<file path="src/hw/rtl/pit_ram.sv">
module pit_ram #(
   parameter int WIDTH = 24,
   parameter int DEPTH = 16
) (
   input  logic                     clock,
   input  logic                     wr_en,
   input  logic [$clog2(DEPTH)-1:0] wr_addr,
   input  logic [WIDTH-1:0]         wr_data,
   input  logic [$clog2(DEPTH)-1:0] rd_addr,
   output logic [WIDTH-1:0]         rd_data
);

   logic [WIDTH-1:0] mem_ff [DEPTH];
   logic [WIDTH-1:0] rd_data_ff;

   always_ff @(posedge clock) begin
      if (wr_en) begin
         mem_ff[wr_addr] <= wr_data;
      end
      rd_data_ff <= mem_ff[rd_addr];
   end

   assign rd_data = rd_data_ff;

endmodule

</file>
<file path="config.mk">
export PLATFORM = sky130hd
export DESIGN_NAME = pit_ram
export DESIGN_NICKNAME = d
export VERILOG_FILES = /design/src/hw/rtl/pit_ram.sv
export SDC_FILE = /design/constraint.sdc
export NUM_CORES = 1
export LEC_CHECK = 0
export BUFFER_PORTS_ARGS = -buffer_cell sky130_fd_sc_hd__buf_2
export CORE_MARGIN = 5
export CORE_UTILIZATION = 52
export DETAILED_ROUTE_END_ITERATION = 16
export PLACE_DENSITY = 0.69
export SLEW_MARGIN = 20
export SYNTH_ARGS = -nofsm -noshare
export SYNTH_HDL_FRONTEND = slang
export SYNTH_SLANG_ARGS = --single-unit
</file>
<file path="constraint.sdc">
create_clock -name clock -period 7.3 [get_ports clock]
set_input_delay 1.825 -clock clock [delete_from_list [all_inputs] [get_ports clock]]
set_output_delay 1.825 -clock clock [all_outputs]
set_load 0.005 [all_outputs]
</file>
Word-level counts from Yosys, hierarchy flattened

Memories as Yosys holds them, arrays and structs flattened. A register that Yosys moved wholly into a read port is not among the register bits.
Cells that the tools add are included.

Muxes and demuxes: 2

Operator list:

| operator | count |
|---|---|
| $mux 1   | 2 |

Flip-flop bits (word level): 0
RAM bits: 384
Input port bits: 34
Output and inout port bits: 24
Word-level logic and storage cells: 3
Memories kept: 1

Memories:

| memory | words | bits a word | rd ports | clocked after Yosys merged registers in | wr ports | line | source |
|---|---|---|---|---|---|---|---|
| mem_ff | 16    | 24          | 1        | 1                                       | 1        | 13   | `logic [WIDTH-1:0] mem_ff [DEPTH];` |

Depth between registers and ports, before layout

Gate-level depths: netlist of the first run.

Depth after elaboration: 2
Gate-level depth with buffers: 6
Mapped depth without buffers: 3

Worst setup path after synthesis of the first run

Ideal clock, no wire load.

Kind: input -> register
Start: input wr_addr[2]
End: memory mem_ff[0][0] (enable)
Library setup time: 0.435 ns
Arrival time: 4.007 ns
Data required time: 6.865 ns
Slack: 2.858 ns
Stages on the path: 2
Buffers on the path: 0
Path through: or3b_2 -> nor3_1

RTL lines:

| item        | line | source |
|---|---|---|
| from (decl) | 7    | `input logic [$clog2(DEPTH)-1:0] wr_addr,` |
| to (decl)   | 13   |  |

Straight into the memory's write port.

==> reports/metrics.csv, run 1 <==
metric,value,unit
clkPwrFrac,0.433,
rsz0062_at_grt,false,
htree_num_levels,2,
drtIter0Drc,632,
initial_core_util,0.523,
path_max_fanout,68,
yosysWarnings,0,
drv_cap,0,
min_period,3.64,ns
die_x,179,microns
multiInputGateArea,2800,sq um
crit_buf_inv,2,
p_sw,0.000981,W
r2r_cells,3,
path_clk_slew,0.06,ns
p_leak,5.57,nW
insertion_delay,0.53,ns
synth_cell_type_count,16,
routed_wl,30300,microns
async_reset_ff_frac,0,
rr_startpoint,mem_ff[11][6]$_DFFE_PP_,
cts_root_buf,clkbuf_16,
critical_path_depth,5,
drtPass1Iterations,5,
cpPeakStageDelay,0.71,ns
min_period_over_period,0.499,
startpoint,rd_addr[0],
worstSetupPathType,input pin to flip-flop,
design_power_total,0.00503,W
ys_seq_elements,408,
diodes,0,
cts_tree,yes,
placed_cells,1066,
hpwlAfterDp,14800,microns
placementRows,62,
slew_viol_final,0,
grt_pass1_wl,45500,microns
power_frac_seq,0.523,
endpoint,rd_data[15]$_DFF_P_,
postCtsHoldBufs,0,
utilization,0.602,
setup_viol,0,
fmax,0.274,GHz
grt_pass1_vias,7243,
layout_common_cells,"edfxtp_1 (384), mux4_2 (96), buf_2 (55)",
vias,6728,
synthMuxAreaShare,0.145,
peakVddDrop,231,uV
critPathArrivalTime,4.05,ns
worst_pin_slew,0.947,ns
holdWs,0.672,ns
hold_violations,0,
synth.cell_area,14900,sq um
powerDensity,293,nW/um^2
slowest_stage,buf_6,
synth_xor_area_frac,0,
ff_latch_area,12000,sq um
reg2reg_slack,5.94,ns
cts.sinks,408,
area_growth,15.1,%
p_int,0.00405,W
max_slew_margin,0.369,
synth_edf_count,384,
dieArea,32200,sq um
status,"finished, final reports clean",
die_y,179,microns
synth_compound_area_frac,0.0241,
core_area,28500,sq um
place.gp.congestion,0.719,
antenna_found_initial,2,
required,7.70,ns
io_buffers,57,
cts_buffer_depth,3,
switching_share,0.195,
cts_resized,0,
final_nets,759,
synthSimpleGateAreaFrac,0.0149,
pwr-share-comb,0.043,
ios,58,
post-cts-setup-buffers,0,
setup_tns,0,ns
syn_inst,636,
cts_made_buffers,41,
path_cells,buf_6 > buf_4 > mux4_2 > a22oi_1 > nand2_1,
worstSetupEndpointType,flip-flop,
critPathLaunchType,input pin,
layout-drive-gt1-share,0.342,
routedWlPerCell,26.5,microns
r2r-end,rd_data[6]$_DFF_P_,
drc,0,
synth_adder_area_share,0,
worstHoldPathCells,3,
final_common_cell,edfxtp_1,
synth_top_family_by_area,multiplexers,
grt_max_degree,69,
grtUsageTotal,0.189,
ant_nets,0,
syn_nets,670,
hold_path_class,flip-flop to flip-flop,
crit_family,buffers and inverters,
grt-ovfl-total,0,
n_fill_cell,2057,
layout.cells.non_filler,1142,
skew,0.0206,ns
ys_seq_area_frac,0.804,
vias_per_cell,5.89,
avgSynthCellArea,23.5,sq um
synth_top_flop_cell,edfxtp_1,
==> area by class of cell <==
type	instances	share of cell area
multi-input combinational	195	0.163
clock inverter	29	0.0188
tap	384	0.0280
clock buffer	47	0.0646
timing repair buffer	79	0.0267
sequential	408	0.699
==> synth_stat cells (4+ instances only) <==
library cell    n  share of area
edfxtp_1      384           0.77
mux4_2         96           0.14
a22oi_1        48          0.024
nand2_1        25         0.0063
dfxtp_1        24          0.032
clkbuf_1       18         0.0045
nor2_1         13         0.0033
buf_2          10         0.0034
buf_6           5         0.0038
nor3_1          4         0.0013
==> layer usage <==
| layer | GRT usage | share of wire | up-vias |
|---|---|---|---|
| met5 | 0 | 0.00076 | - |
| li1 | - | - | 2884 |
| met2 | 0.338 | 0.54 | 202 |
| met3 | 0.0309 | 0.055 | 55 |
| met4 | 0.0454 | 0.019 | 4 |
| met1 | 0.244 | 0.39 | 3583 |
==> registers in the layout, indices dropped and copies added, names as in the netlist <==
register and cells:
mem_ff 384, rd_data 24
==> worst min path at each step <==
stage	from	end	slack (ns)
floorplan	mem_ff[14][0]$_DFFE_PP_	rd_data[0]$_DFF_P_	0.63
global placement	mem_ff[15][1]$_DFFE_PP_	rd_data[1]$_DFF_P_	0.65
detailed placement	mem_ff[6][17]$_DFFE_PP_	rd_data[17]$_DFF_P_	0.66
CTS	mem_ff[6][17]$_DFFE_PP_	rd_data[17]$_DFF_P_	0.68
global route	mem_ff[13][21]$_DFFE_PP_	rd_data[21]$_DFF_P_	0.70
finish	mem_ff[15][22]$_DFFE_PP_	rd_data[22]$_DFF_P_	0.67
==> per-stage QoR <==
stage | cell area [sq um] | setup slack, ns
6_report | 17200 | 3.66
4_1_cts | 17200 | 3.56
2_1_floorplan | 14900 | 2.86
5_1_grt | 17200 | 3.38
3_5_place_dp | 15800 | 2.99
3_3_place_gp | 15800 | 3.06
==> power groups by stage <==
| stage | clock, W | sequential, W | combinational (W) |
|---|---|---|---|
| floorplan | 0 | 0.00268 | 0.000127 |
| global placement | 0 | 0.00268 | 0.000213 |
| detailed placement | 0 | 0.00268 | 0.000221 |
| CTS | 0.00221 | 0.00263 | 0.000222 |
| global route | 0.00232 | 0.00264 | 0.000237 |
| finish | 0.00218 | 0.00263 | 0.000218 |
==> worst register-to-register path, delay by kind of cell, from the launching register on <==
kind,cells,cell delay (ns)
compound gates,1,0.28
flops,1,0.38
simple gates,1,0.10
mux,1,0.48
==> cells by family after synthesis <==
logic type,after synthesis
muxes,96
and+or+nand+nor,51
AOI/OAI and AO/OA,48
buffers and inverters,33
DFF,408
Note: power is estimated with default switching activity, not from simulation.
==> inputs of run 2 (changes only) <==
Settings changed: ABC_AREA set to 1, PLACE_DENSITY 0.69 to 0.71.
Clock period 7.3 ns to 3.2 ns, I/O delays scaled along.
==> reports/metrics.csv, run 2 <==
metric,value,unit
yosysWarnings,0,
largest_reg_flops,384,
core_area,32400,sq um
final_common_cell,nand2_1,
p_sw,0.00243,W
synth.cell_area,17000,sq um
drc,0,
critPathArrivalTime,2.13,ns
cts.sinks,408,
path_cells,buf_2 > nand3b_1 > nor2_4,
rr_startpoint,mem_ff[9][9]$_DFFE_PP_,
cpPeakStageDelay,0.81,ns
worstSetupEndpointType,flip-flop,
startpoint,wr_addr[3],
critPathLaunchType,input pin,
ios,58,
routed_wl,39300,microns
postCtsHoldBufs,0,
synth_cell_type_count,12,
cts_buffer_depth,3,
slew_viol_final,0,
drv_cap,0,
syn_inst,1597,
insertion_delay,0.53,ns
grtUsageTotal,0.218,
switching_share,0.211,
async_reset_ff_frac,0,
io_buffers,57,
cts_tree,yes,
status,"finished, final reports clean",
cts_root_buf,clkbuf_16,
synth_top_area_frac,0.680,
final_nets,1687,
power_frac_seq,0.521,
required,3.35,ns
ant_nets,0,
drtIter0Drc,897,
htree_num_levels,2,
p_leak,8.23,nW
diodes,0,
initial_core_util,0.524,
setup_tns,0,ns
dieArea,36300,sq um
hold_path_class,flip-flop to flip-flop,
syn_nets,1631,
vias_per_cell,5.19,
slowest_stage,nor2_4,
pwr-share-comb,0.060,
clkPwrFrac,0.420,
ys_seq_elements,408,
min_period_over_period,0.621,
die_x,191,microns
synth_area_leaders,"edfxtp_1 (68%), nand2_1 (11%), nand3_1 (8.5%), inv_1 (6.5%), dfxtp_1 (2.8%)",
worst_pin_slew,0.888,ns
synth_area_leader_cell,edfxtp_1,
layout_common_cells,"nand2_1 (509), edfxtp_1 (384), inv_1 (291)",
skew,0.00916,ns
crit_buf_inv,1,
powerDensity,600,nW/um^2
fmax,0.504,GHz
preCtsSetupSlack,0.673,ns
peakVddDrop,432,uV
ys_seq_area_frac,0.709,
avgSynthCellArea,10.6,sq um
hold_path_startpoint,mem_ff[12][0]$_DFFE_PP_,
synthTopCellsByCount,"nand2_1 (509), edfxtp_1 (384), inv_1 (292)",
post-cts-setup-buffers,0,
crit_family,simple AND/OR/NAND/NOR gates,
synth_edf_count,384,
cts_resized,0,
rsz0062_at_grt,false,
p_int,0.00912,W
hold_violations,0,
fin_ws,1.21,ns
regMostFlops,mem_ff,
vias,11100,
synth_top_flop_cell,edfxtp_1,
antenna_found_initial,1,
die_y,191,microns
hpwlAfterDp,21600,microns
placementRows,66,
min_period,1.99,ns
layout-drive-gt1-share,0.101,
place.gp.congestion,0.828,
post-synth-top-count-cell,nand2_1,
routedWlPerCell,18.5,microns
cts_made_buffers,42,
grt_max_degree,97,
path_max_fanout,24,
setup_viol,0,
area_growth,13.7,%
max_slew_margin,0.406,
grt-ovfl-total,0,
worstSetupPathType,input pin to flip-flop,
grt_pass1_wl,61300,microns
drtPass1Iterations,5,
grt_pass1_vias,11000,
path_clk_slew,0.06,ns
==> run 2: changes by cell type in the layout (fill, tap and decap cells not counted), moves of 13 or more <==
cell     before  now
a22oi_1      48    0
nand3_1       1  289
mux4_2       96    0
nand2_1      25  509
nor2_4        0   16
nor2_2       13    0
inv_1         0  291
==> run 2: through the flow <==
stage	hold WS [ns]	util	cells	total power, W	area [sq um]
6_report	0.652	0.595	2128	0.0116	19300
4_1_cts	0.642	0.595	2128	0.0116	19300
5_1_grt	0.654	0.595	2128	0.0119	19300
3_5_place_dp	0.640	0.552	2051	0.00681	17900
3_3_place_gp	0.639	0.552	2051	0.00680	17900
2_1_floorplan	0.607	-	1597	0.00651	17000
==> run 2: logic make-up (layout without fill, tap and decap cells) <==
logic type             Yosys count  in the layout  synth area share
buffers and inverters          372            461            0.0887
and+or+nand+nor                817            817             0.203
DFF                            408            408             0.709
==> run 2: final timing paths <==
| path | cells past startpoint | slack, ns | to |
|---|---|---|---|
| setup / recovery | 3 | 1.21 | mem_ff[7][16]$_DFFE_PP_ |
| hold / removal | 6 | 0.65 | rd_data[0]$_DFF_P_ |
| setup reg to reg | 6 | 2.13 | rd_data[9]$_DFF_P_ |
| hold reg to reg | 6 | 0.65 | rd_data[0]$_DFF_P_ |
==> run 2: layout make-up <==
class / instances / area, sq um
Tap cell: 442 / 553
Fill cell: 2561 / 13100
Multi-Input combinational cell: 817 / 3560
Clock inverter: 20 / 193
Timing Repair Buffer: 90 / 642
Sequential cell: 408 / 12000
Clock buffer: 57 / 1200
Inverter: 294 / 1110
==> run 2: metal layers <==
| metal | global-route usage | wire length, microns |
|---|---|---|
| met1 | 0.294 | 16300 |
| met3 | 0.0278 | 2340 |
| met5 | 0 | 13 |
| met4 | 0.0680 | 1100 |
| met2 | 0.374 | 19600 |
==> run 2: power by group through the flow <==
stage | sequential, W | clock (W) | combinational, W
floorplan | 0.00612 | 0 | 0.000390
global placement | 0.00613 | 0 | 0.000673
detailed placement | 0.00613 | 0 | 0.000686
CTS | 0.00602 | 0.00491 | 0.000692
global route | 0.00602 | 0.00513 | 0.000764
finish | 0.00602 | 0.00485 | 0.000689
==> run 2: worst register-to-register path: cells and delay by family, from the launching register on <==
kind	cells	cell delay (ns)
AND/OR/NAND/NOR	5	0.52
flip-flops	1	0.36
buffers and inverters	1	0.07
